==> src/b64d_pkg.sv <==
// ----------------------------------------------------------------------------
// b64d_pkg
// Shared types, constants and the character classification function for the
// base64 stream decoder.
// ----------------------------------------------------------------------------
package b64d_pkg;

    localparam int QUEUE_DEPTH = 4;
    localparam int SEXTET_BITS = 6;
    localparam int BYTE_BITS   = 8;

    typedef struct packed {
        logic       last;
        logic       pad;
        logic       skip;
        logic [5:0] sextet;
    } t_class_item;

    function automatic t_class_item classify(input logic [7:0] c, input logic last);
        t_class_item r;
        r.last   = last;
        r.pad    = 1'b0;
        r.skip   = 1'b0;
        r.sextet = 6'd0;
        if (c >= 8'd65 && c <= 8'd90) begin
            r.sextet = 6'(c - 8'd65);
        end else if (c >= 8'd97 && c <= 8'd122) begin
            r.sextet = 6'(c - 8'd71);
        end else if (c >= 8'd48 && c <= 8'd57) begin
            r.sextet = 6'(c + 8'd4);
        end else if (c == 8'd43) begin
            r.sextet = 6'd62;
        end else if (c == 8'd47) begin
            r.sextet = 6'd63;
        end else if (c == 8'd61) begin
            r.pad = 1'b1;
        end else begin
            r.skip = 1'b1;
        end
        return r;
    endfunction

endpackage

==> src/base64_stream_decoder_top.sv <==
// ----------------------------------------------------------------------------
// base64_stream_decoder_top
// Base64 stream decoder: one character in, one result out per transaction.
//
// Channel  Direction  Handshake     Payload
// input    in         push / full   i_char_in, i_end_of_message
// result   out        empty / pop   o_byte_valid, o_data_byte, o_message_done
//
// One character is accepted per cycle while full is low. It passes the input
// stage register, the queue and the decoder's output register to the output.
// The input stage classification and the decoder shift are combinational.
// Reset is synchronous and active low; it clears all held bits and the queue.
// The classify queue lets input continue while the result side is stalled.
// ----------------------------------------------------------------------------
module base64_stream_decoder_top #(
    parameter int P_QUEUE_DEPTH = b64d_pkg::QUEUE_DEPTH
) (
    input  logic       i_clk,
    input  logic       i_rst_n,
    input  logic       push,
    output logic       full,
    input  logic [7:0] i_char_in,
    input  logic       i_end_of_message,
    output logic       empty,
    input  logic       pop,
    output logic       o_byte_valid,
    output logic [7:0] o_data_byte,
    output logic       o_message_done
);

    logic                  w_q_push;
    logic                  w_q_full;
    logic                  w_q_pop;
    logic                  w_q_empty;
    b64d_pkg::t_class_item w_front_item;
    b64d_pkg::t_class_item w_back_item;

    b64d_front u_front (
        .i_clk            (i_clk),
        .i_rst_n          (i_rst_n),
        .push             (push),
        .full             (full),
        .i_char_in        (i_char_in),
        .i_end_of_message (i_end_of_message),
        .o_q_push         (w_q_push),
        .o_q_item         (w_front_item),
        .i_q_full         (w_q_full)
    );

    b64d_queue #(
        .P_DEPTH (P_QUEUE_DEPTH)
    ) u_queue (
        .i_clk   (i_clk),
        .i_rst_n (i_rst_n),
        .i_push  (w_q_push),
        .i_item  (w_front_item),
        .o_full  (w_q_full),
        .i_pop   (w_q_pop),
        .o_item  (w_back_item),
        .o_empty (w_q_empty)
    );

    b64d_back u_back (
        .i_clk          (i_clk),
        .i_rst_n        (i_rst_n),
        .i_q_item       (w_back_item),
        .i_q_empty      (w_q_empty),
        .o_q_pop        (w_q_pop),
        .empty          (empty),
        .pop            (pop),
        .o_byte_valid   (o_byte_valid),
        .o_data_byte    (o_data_byte),
        .o_message_done (o_message_done)
    );

endmodule

==> src/b64d_front.sv <==
// ----------------------------------------------------------------------------
// b64d_front
// Input stage: accepts one character per transaction, classifies it and
// holds the classified item until the queue takes it.
// ----------------------------------------------------------------------------
module b64d_front (
    input  logic                  i_clk,
    input  logic                  i_rst_n,
    input  logic                  push,
    output logic                  full,
    input  logic [7:0]            i_char_in,
    input  logic                  i_end_of_message,
    output logic                  o_q_push,
    output b64d_pkg::t_class_item o_q_item,
    input  logic                  i_q_full
);

    logic                  r_valid;
    logic                  n_valid;
    b64d_pkg::t_class_item r_item;
    b64d_pkg::t_class_item n_item;
    logic                  w_accept;
    logic                  w_drain;

    assign full     = r_valid && i_q_full;
    assign w_accept = push && !full;
    assign w_drain  = r_valid && !i_q_full;
    assign o_q_push = r_valid;
    assign o_q_item = r_item;

    always_comb begin
        n_valid = r_valid;
        n_item  = r_item;
        if (w_accept) begin
            n_valid = 1'b1;
            n_item  = b64d_pkg::classify(i_char_in, i_end_of_message);
        end else if (w_drain) begin
            n_valid = 1'b0;
        end
    end

    always_ff @(posedge i_clk) begin
        if (!i_rst_n) begin
            r_valid <= 1'b0;
        end else begin
            r_valid <= n_valid;
        end
        r_item <= n_item;
    end

endmodule

==> src/b64d_queue.sv <==
// ----------------------------------------------------------------------------
// b64d_queue
// Short queue of classified items between the input stage and the decoder.
// ----------------------------------------------------------------------------
module b64d_queue #(
    parameter int P_DEPTH = b64d_pkg::QUEUE_DEPTH
) (
    input  logic                  i_clk,
    input  logic                  i_rst_n,
    input  logic                  i_push,
    input  b64d_pkg::t_class_item i_item,
    output logic                  o_full,
    input  logic                  i_pop,
    output b64d_pkg::t_class_item o_item,
    output logic                  o_empty
);

    localparam int AW = (P_DEPTH > 1) ? $clog2(P_DEPTH) : 1;
    localparam int CW = $clog2(P_DEPTH + 1);

    b64d_pkg::t_class_item r_mem [P_DEPTH];
    logic [AW-1:0]         r_wr_ptr;
    logic [AW-1:0]         r_rd_ptr;
    logic [CW-1:0]         r_count;
    logic [AW-1:0]         n_wr_ptr;
    logic [AW-1:0]         n_rd_ptr;
    logic [CW-1:0]         n_count;
    logic                  w_wr;
    logic                  w_rd;

    assign o_full  = (r_count == CW'(P_DEPTH));
    assign o_empty = (r_count == '0);
    assign w_wr    = i_push && !o_full;
    assign w_rd    = i_pop && !o_empty;
    assign o_item  = r_mem[r_rd_ptr];

    always_comb begin
        n_wr_ptr = r_wr_ptr;
        n_rd_ptr = r_rd_ptr;
        n_count  = r_count;
        if (w_wr) begin
            n_wr_ptr = (r_wr_ptr == AW'(P_DEPTH - 1)) ? '0 : r_wr_ptr + 1'b1;
        end
        if (w_rd) begin
            n_rd_ptr = (r_rd_ptr == AW'(P_DEPTH - 1)) ? '0 : r_rd_ptr + 1'b1;
        end
        if (w_wr && !w_rd) begin
            n_count = r_count + 1'b1;
        end else if (w_rd && !w_wr) begin
            n_count = r_count - 1'b1;
        end
    end

    always_ff @(posedge i_clk) begin
        if (!i_rst_n) begin
            r_wr_ptr <= '0;
            r_rd_ptr <= '0;
            r_count  <= '0;
        end else begin
            r_wr_ptr <= n_wr_ptr;
            r_rd_ptr <= n_rd_ptr;
            r_count  <= n_count;
        end
    end

    always_ff @(posedge i_clk) begin
        if (w_wr) begin
            r_mem[r_wr_ptr] <= i_item;
        end
    end

`ifndef SYNTHESIS
    a_count_bound: assert property (@(posedge i_clk) disable iff (!i_rst_n)
        r_count <= CW'(P_DEPTH))
        else $error("queue count exceeds depth");
    a_count_track: assert property (@(posedge i_clk) disable iff (!i_rst_n)
        (w_wr && !w_rd) |=> r_count == $past(r_count) + 1'b1)
        else $error("queue count did not follow a write");
    a_ptr_gap: assert property (@(posedge i_clk) disable iff (!i_rst_n)
        (r_count == '0 || r_count == CW'(P_DEPTH)) |-> r_wr_ptr == r_rd_ptr)
        else $error("queue pointers disagree with count");
`endif

endmodule

==> src/b64d_back.sv <==
// ----------------------------------------------------------------------------
// b64d_back
// Decoder stage: merges sextets into the bit accumulator, emits bytes and
// holds one result in an output register until it is popped.
// ----------------------------------------------------------------------------
module b64d_back (
    input  logic                  i_clk,
    input  logic                  i_rst_n,
    input  b64d_pkg::t_class_item i_q_item,
    input  logic                  i_q_empty,
    output logic                  o_q_pop,
    output logic                  empty,
    input  logic                  pop,
    output logic                  o_byte_valid,
    output logic [7:0]            o_data_byte,
    output logic                  o_message_done
);

    logic        r_out_valid;
    logic        r_byte_valid;
    logic [7:0]  r_data_byte;
    logic        r_done;
    logic [5:0]  r_residual;
    logic [2:0]  r_held;
    logic        r_pad;
    logic        n_byte_valid;
    logic [7:0]  n_data_byte;
    logic [5:0]  n_residual;
    logic [2:0]  n_held;
    logic        n_pad;
    logic        w_take;
    logic [11:0] w_acc;
    logic [3:0]  w_total;
    logic [3:0]  w_rem;

    assign w_take         = !i_q_empty && (!r_out_valid || pop);
    assign o_q_pop        = w_take;
    assign empty          = !r_out_valid;
    assign o_byte_valid   = r_byte_valid;
    assign o_data_byte    = r_data_byte;
    assign o_message_done = r_done;

    assign w_acc   = {r_residual, i_q_item.sextet};
    assign w_total = 4'(r_held) + 4'(b64d_pkg::SEXTET_BITS);
    assign w_rem   = w_total - 4'(b64d_pkg::BYTE_BITS);

    always_comb begin
        n_byte_valid = 1'b0;
        n_data_byte  = 8'd0;
        n_residual   = r_residual;
        n_held       = r_held;
        n_pad        = r_pad;
        if (!r_pad) begin
            if (i_q_item.pad) begin
                n_pad = 1'b1;
            end else if (!i_q_item.skip) begin
                if (w_total >= 4'(b64d_pkg::BYTE_BITS)) begin
                    n_byte_valid = 1'b1;
                    n_data_byte  = 8'(w_acc >> w_rem);
                    n_residual   = 6'(w_acc & ((12'd1 << w_rem) - 12'd1));
                    n_held       = 3'(w_rem);
                end else begin
                    n_residual = w_acc[5:0];
                    n_held     = 3'(w_total);
                end
            end
        end
        if (i_q_item.last) begin
            n_residual = 6'd0;
            n_held     = 3'd0;
            n_pad      = 1'b0;
        end
    end

    always_ff @(posedge i_clk) begin
        if (!i_rst_n) begin
            r_out_valid <= 1'b0;
            r_residual  <= 6'd0;
            r_held      <= 3'd0;
            r_pad       <= 1'b0;
        end else begin
            if (w_take) begin
                r_out_valid <= 1'b1;
                r_residual  <= n_residual;
                r_held      <= n_held;
                r_pad       <= n_pad;
            end else if (pop) begin
                r_out_valid <= 1'b0;
            end
        end
        if (w_take) begin
            r_byte_valid <= n_byte_valid;
            r_data_byte  <= n_data_byte;
            r_done       <= i_q_item.last;
        end
    end

`ifndef SYNTHESIS
    a_held_even: assert property (@(posedge i_clk) disable iff (!i_rst_n)
        r_held[0] == 1'b0 && r_held <= 3'd6)
        else $error("held bit count is not 0, 2, 4 or 6");
    a_last_clears: assert property (@(posedge i_clk) disable iff (!i_rst_n)
        (w_take && i_q_item.last) |=> (r_held == 3'd0 && !r_pad && r_residual == 6'd0))
        else $error("state not cleared after end of message");
    a_skip_holds: assert property (@(posedge i_clk) disable iff (!i_rst_n)
        (w_take && !i_q_item.last && (i_q_item.skip || r_pad))
        |=> ($stable(r_residual) && $stable(r_held) && !r_byte_valid))
        else $error("skipped character changed decoder state");
`endif

endmodule
==> config.mk <==
export PLATFORM = sky130hd
export DESIGN_NAME = base64_stream_decoder_top
export DESIGN_NICKNAME = d
export VERILOG_FILES = /design/src/b64d_pkg.sv /design/src/base64_stream_decoder_top.sv /design/src/b64d_front.sv /design/src/b64d_queue.sv /design/src/b64d_back.sv
export SDC_FILE = /design/constraint.sdc
export NUM_CORES = 1
export LEC_CHECK = 0
export ABC_AREA = 1
export BUFFER_PORTS_ARGS = -buffer_cell sky130_fd_sc_hd__buf_2
export CAP_MARGIN = 20
export CORE_MARGIN = 3
export CORE_UTILIZATION = 47
export CTS_CLUSTER_SIZE = 12
export DETAILED_ROUTE_END_ITERATION = 8
export GPL_TIMING_DRIVEN = 0
export PLACE_DENSITY_LB_ADDON = 0.2
export REMOVE_ABC_BUFFERS = 1
export SYNTH_ARGS = -nofsm -noshare
export SYNTH_HDL_FRONTEND = slang
export SYNTH_SLANG_ARGS = --single-unit
==> constraint.sdc <==
create_clock -name i_clk -period 2.65 [get_ports i_clk]
set_input_delay 0.1325 -clock i_clk [delete_from_list [all_inputs] [get_ports i_clk]]
set_output_delay 0.1325 -clock i_clk [all_outputs]
set_load 0.005 [all_outputs]
# Yosys cells after proc, flatten, opt, wreduce, memory -nomap -nowiden
# Memory sizes are Yosys's and may differ from the RTL's. A register that Yosys moved wholly into a read port is not among the register bits.
# Cells that the tools add are included.
totals:
  register_bits: 38
  latch_bits: 0
  mem_bits_rw: 36
  romBits: 0
  inputBits: 13
  out_inout_bits: 12
  wordCells: 104
  n_memories: 1
op_classes:
  add_sub_neg: 10
  mul: 0
  div: 0
  magnitude_cmp: 7
  eq_ne: 9
  shifts: 2
  n_mux: 33
  bitwise: 2
  n_reduce_logical: 25
mem_list:
  columns: ["memory", "depth", "width", "rd", "rd_ports_with_merged_regs", "wr", "line_no", "rtl"]
  rows:
  - ["u_queue.r_mem", 4, 9, 1, 1, 1, "b64d_queue.sv:21", "b64d_pkg::t_class_item r_mem [P_DEPTH];"]
op_table:
  columns: ["cell", "n"]
  rows:
  - ["$mux 6", 10]
  - ["$eq 8x6->1 const B", 3]
  - ["$mux 3", 7]
  - ["$ge 8x7->1 const B", 2]
  - ["$le 8x7->1 const B", 2]
  - ["$mux 1", 12]
  - ["$shr 12x4->8", 1]
  - ["$sub 6x1->6 const B", 2]
  - ["$logic_and 1x1->1", 10]
  - ["$ge 8x6->1 const B", 1]
  - ["$le 8x6->1 const B", 1]
  - ["$mux 2", 4]
  - ["$add 6x3->6 const B", 1]
  - ["$and 6x6->6", 1]
  - ["$logic_not 1->1", 6]
  - ["$ne 2x1->1 const B", 3]
  - ["$reduce_bool 2->1", 3]
  - ["$shl 1x4->6 const A", 1]
  - ["$sub 6x3->6 const B", 1]
  - ["$reduce_or 5->1", 1]
  - ["$add 2x1->2 const B", 2]
  - ["$add 3x3->4 const B", 1]
  - ["$eq 2x2->1 const B", 2]
  - ["$ge 4x4->1 const B", 1]
  - ["other kinds (10)", 10]

# Depth between registers and ports, before layout
depth:
  word_depth: 10
  ltp_mapped: 11
  mapped_depth_nobuf: 11

# Cells and area by module
# From an unflattened synthesis, not the netlist that was laid out.
hier_totals:
  hier_cells: 441
  hier_area_um2: 4085.2
modules_own_cells:
  columns: ["module", "instances", "cells_each", "area_per_inst_um2", "seq_area_each_um2"]
  rows:
  - ["b64d_queue", 1, 158, 1954.4, 1261.2]
  - ["b64d_back", 1, 142, 1107.3, 500.5]
  - ["b64d_front", 1, 141, 1023.5, 290.3]

# Worst setup path after synthesis
# OpenSTA, ideal clock, no wires.
synth_path:
  path_kind: "reg-to-reg"
  startpoint: "reg u_queue.r_count[0]"
  endpoint: "reg u_queue.r_count[2]"
  setup_time_ns: 0.122
  arrival_ns: 1.831
  required_ns: 2.528
  setup_slack_ns: 0.697
  path_stages_with_launch: 11
  n_path_buf: 0
  synth_period_minus_slack_ns: 1.953
  cell_sequence: "dfxtp_1 nor2_1 a21oi_4 inv_2 ha_1 inv_1 fa_1 a21oi_1 o21ai_0 o21ai_0 a21oi_1"
synth_via:
  elab_chain_len: 7
  elab_cells_between_ends: 16
  cone_classes: "add/sub: 2; eq/ne: 1; mux: 2; reduce/logical: 11"
synth_lines:
  columns: ["item", "line_no", "rtl"]
  rows:
  - ["start: declaration", "b64d_queue.sv:24", "logic [CW-1:0] r_count;"]
  - ["start signal: assignment", "b64d_queue.sv:62", "r_count <= n_count;"]
  - ["$logic_not 3->1 (*)", "b64d_queue.sv:32", "assign o_empty = (r_count == '0);"]
  - ["$logic_not 1->1 (*)", "b64d_back.sv:36", "assign w_take = !i_q_empty && (!r_out_valid || pop);"]
  - ["$logic_and 1x1->1 (*)", "b64d_back.sv:36", null]
  - ["net u_back.o_q_pop", "b64d_back.sv:11", "output logic o_q_pop,"]
  - ["$logic_and 1x1->1 (*)", "b64d_queue.sv:34", "assign w_rd = i_pop && !o_empty;"]
  - ["$logic_not 1->1", "b64d_queue.sv:47", "if (w_wr && !w_rd) begin"]
  - ["$logic_and 1x1->1", "b64d_queue.sv:47", null]
  - ["$mux 3 / $reduce_bool 2->1 (equally long branches)", null, null]
# Mark *: on every way through the listed nets, which the timed path passes. The rest lies on a longest branch. The select of a mux whose other input is x is not followed.
# A chain may end at the register's enable or synchronous reset.

# Worst setup path in the final report
layout_path:
  startpoint: "reg u_back.r_held[1]"
  endpoint: "reg u_back.r_data_byte[3] (netlist: u_back.o_data_byte[3]) (data pin)"
layout_via:
  elab_chain_len: 4
  elab_cells_between_ends: 6
  cone_classes: "add/sub: 2; order compare: 1; shift: 1; bitwise: 1; reduce/logical: 1"
layout_lines:
  columns: ["item", "line_no", "rtl"]
  rows:
  - ["start: declaration", "b64d_back.sv:24", "logic [2:0] r_held;"]
  - ["start signal: assignment", "b64d_back.sv:85", "r_held <= n_held;"]
  - ["$add 3x3->4 (*)", "b64d_back.sv:44", "assign w_total = 4'(r_held) + 4'(b64d_pkg::SEXTET_BITS);"]
  - ["branches (longest 3 deep; another with $sub 4x4->4)", null, null]
  - ["end signal: assignment", "b64d_back.sv:93", "r_data_byte <= n_data_byte;"]
  - ["end: declaration", "b64d_back.sv:21", "logic [7:0] r_data_byte;"]
# Every way passes the cells marked *.

==> implementation parameters <==
Parameter                              Value

Floorplanning
  Width of the chip    slightly below 100 um
  Floorplan row count    33
  Vertical extent of the die    a little under 100 um
  Die area    between 9000 and 10000 um^2
  Core area    between 8000 and 9000 um^2
  Number of top-level pins    25
  Initial core utilization    between 40% and 50%

Power and ir drop
  Net switching share of the total power    38.5%
  Logic pwr share    between 30% and 40%
  Cell internal power dissipation    roughly 0.0025 W
  Fraction of power consumed by sequential logic    41.9%
  Worst IR Drop VDD    405 uV
  Power per cell area    between 900 and 1000 nW/um^2
  Part of the power in the clock network    between 20% and 30%
  Sw power    between 0.0015 and 0.002 W
  Static Leakage    between 1.5 and 2 nW
  Total power    a little over 0.004 W

Worst setup path
  Last element of the critical path    u_back.o_data_byte[3]
  Kind of capture point of the worst setup path    flop
  Sort of element at the start of the critical path    flop
  Category of the critical setup timing path    reg -> reg
  Setup crit start    u_back.r_held[1]
  Worst r2r path cells    6
  Setup slack of the worst register-to-register path    around 0.37 ns
  Peak fanout along the critical path    18
  Endpoint required time on the critical path    roughly 2.8 ns
  Terminus of the critical flop-to-flop path    u_back.o_data_byte[3]
  Worst flop-to-flop path startpoint    u_back.r_held[1]
  Data arrival time at the worst-slack endpoint    about 2.5 ns

CTS
  Clock Tree Root    sky130_fd_sc_hd__clkbuf_8
  Setup Buffers After CTS    0
  Clock tree from TritonCTS    built
  Number of buffers created by CTS    9
  Clock transition at the register clock pins on the worst setup and hold paths after CTS    about 0.080 ns
  Number of levels the H-tree was split into    3
  Maximum clock insertion buffer count    2
  Clock Sinks    75
  Clock latency on the worst-skew pair    approximately 0.34 ns

Detailed routing
  Detailed-route DRC error count    0
  Wirelength per Cell    approximately 13 um
  Total via count after detailed routing    around 2900
  Final ANT Viol Nets    0
  Total wire length after detailed routing    about 7400 um
  First drt pass iteration count    4
  Routed vias/inst    slightly below 5
  Drt first-iter violations    104

Synth
  Instance count of the mapped netlist    444
  Post-synth ARST share    0%
  Yosys cell types    40
  Cell with the most instances after synthesis    sky130_fd_sc_hd__nand2_1
  Fraction of the yosys area taken by sequential cells    50.1%
  Leading area contributor after synthesis    sky130_fd_sc_hd__edfxtp_1
  Most instantiated flip-flop cell in the synthesis netlist    sky130_fd_sc_hd__edfxtp_1
  Number of enable-type register cells in the synthesized netlist    55
  Synth Warn #    0
  Synthesized area per cell    9.23 um^2
  Most frequent cells after synthesis    sky130_fd_sc_hd__nand2_1 (104), sky130_fd_sc_hd__edfxtp_1 (55), sky130_fd_sc_hd__inv_1 (45), sky130_fd_sc_hd__nand3_1 (44), sky130_fd_sc_hd__nor2_1 (40)
  Post-synthesis instance area    a little over 4000 um^2
  Synth Register Bits    75
  Top cells by area, synth    sky130_fd_sc_hd__edfxtp_1 (40%), sky130_fd_sc_hd__dfxtp_1 (9.8%), sky130_fd_sc_hd__nand2_1 (9.5%)
  Area fraction of the dominant cell type after synthesis    40.3%

Timing
  Fin Clk Skew    approximately 0.0099 ns
  Final critical delay including setup and external delays    between 2 and 2.5 ns
  Final worst path period share    86.2%
  Count of endpoints failing hold in the final timing report    0
  RSZ-0062 raised after global routing    no
  Transition time of the tightest slew-check pin    about 0.90 ns
  Worst slew margin    roughly 40%
  Max frequency    438 MHz
  Number of slew-limit violations in the final report    0
  Sum of negative setup slack    0 ns
  Hold Slack    just over 0.07 ns
  Final setup fails    0
  Fin worst setup slack    between 0.3 and 0.4 ns

Place
  Port Buf Inserts    24
  Final weighted congestion of routability-driven global placement    0.870
  Worst setup slack after placement    between 0.1 and 0.15 ns
  DPL Wire Length    between 5000 and 6000 um

Run
  Max-cap violations    0

Worst hold path
  Class of the tightest hold or removal check    in -> reg

Global routing
  Total global-route track usage    between 10% and 20%
  Number of global-route vias before repair    ~2700
  Global-route wire length before repair    between 10000 and 15000 um
  Residual overflow from global routing    0
  Largest net degree at the start of global routing    23
  Antenna violations before repair    0

Status
  Run status    complete, no violations

Cells and area
  P&R area growth vs syn    8.86%
  Share of layout cells above drive strength 1    between 10% and 20%
  Ant. Diodes    0
  Post-Route Utilization    between 50% and 60%
  Post-layout nets    between 500 and 600
routing by layer:
layer	vias up	track usage, %	routed length, um
met1	1293	19.8	3340
met2	52	27.4	3650
met5	-	0	0
li1	1521	-	-
met3	9	3.86	278
met4	0	5.04	114
worst min-delay path by stage:
stage                                endpoint  cells past startpoint  slack (ns)        startpoint
final                        u_front.o_q_push                      3        0.07              push
after global routing         u_front.o_q_push                      3        0.08              push
after CTS                    u_front.o_q_push                      3        0.06              push
after detailed placement  u_front.o_q_item[8]                      1        0.31  i_end_of_message
after global placement    u_front.o_q_item[8]                      1        0.31  i_end_of_message
after floorplan           u_front.o_q_item[8]                      0        0.23  i_end_of_message
final cells by class:
type                            instances  area [um^2]
Fill cell                             796         3880
Sequential cell                        75         2050
Multi-Input combinational cell        308         1760
Inverter                               51          194
Clock buffer                           13          179
Tap cell                              105          131
Timing Repair Buffer                   25          130
Clock inverter                          3         17.5
power by group through the flow:
stage | logic, W | clock network (W) | registers, W
final | 0.00153 | 0.000840 | 0.00171
after global routing | 0.00177 | 0.000909 | 0.00175
after CTS | 0.00155 | 0.000853 | 0.00172
after detailed placement | 0.00154 | 0 | 0.00174
after global placement | 0.00152 | 0 | 0.00173
after floorplan | 0.00116 | 0 | 0.00171
registers in the layout (all words and copies together), names as in the netlist, named ones only:
register               flops
u_back.r_residual          6
u_queue.r_mem             36
u_back.o_byte_valid        1
u_queue.r_rd_ptr           2
u_back.r_held              2
u_back.o_data_byte         8
u_queue.r_wr_ptr           2
u_front.o_q_push           1
u_back.o_message_done      1
u_queue.r_count            3
u_back.r_out_valid         1
u_back.r_pad               1
u_front.o_q_item           9
metrics by stage:
step           std cells  instance area [um^2]
4_1_cts              580                  4460
3_5_place_dp         563                  4250
3_3_place_gp         563                  4250
6_report             580                  4460
5_1_grt              580                  4460
2_1_floorplan        434                  4000
what timing repair did:
action / CTS / global route
hold endpoints to repair: 1 / 0
hold buffers: 1 / 0
setup endpoints to repair: 0 / 7
gates resized for setup: 0 / 1
cell usage in the layout (no fill, tap or decap), drive strengths merged:
cell | netlist | final
a211oi | 2 | 2
fa | 1 | 1
buf | 9 | 24
nand3 | 50 | 50
o211a | 1 | 1
nor3 | 5 | 5
clkbuf | 1 | 13
dfxtp | 20 | 20
clkinv | 1 | 2
o21a | 1 | 1
a21oi | 25 | 25
nor2 | 42 | 42
nand2 | 113 | 113
edfxtp | 55 | 55
o211ai | 3 | 3
o21ai | 23 | 23
o31ai | 1 | 1
inv | 50 | 52
nand3b | 5 | 5
ha | 21 | 21
or2 | 5 | 5
dlygate4sd3 | 0 | 1
o21bai | 1 | 1
xor2 | 9 | 9
critical path, cell delays in order (launching register included):
cell and delay [ns]:
sky130_fd_sc_hd__dfxtp_2 0.52, sky130_fd_sc_hd__inv_1 0.28, sky130_fd_sc_hd__ha_1 0.56, sky130_fd_sc_hd__clkinv_1 0.33, sky130_fd_sc_hd__a21oi_1 0.19, sky130_fd_sc_hd__o21ai_0 0.11, sky130_fd_sc_hd__a21oi_1 0.14
cells by family after synthesis:
| group | share of synthesized area, % |
|---|---|
| simple gates | 25.6 |
| flops | 50.1 |
| buf+inv | 7.08 |
| compound gates | 8.43 |
| fa+ha+maj | 6.90 |
| xor+xnor | 1.92 |
(Power assumes the default switching activity.)
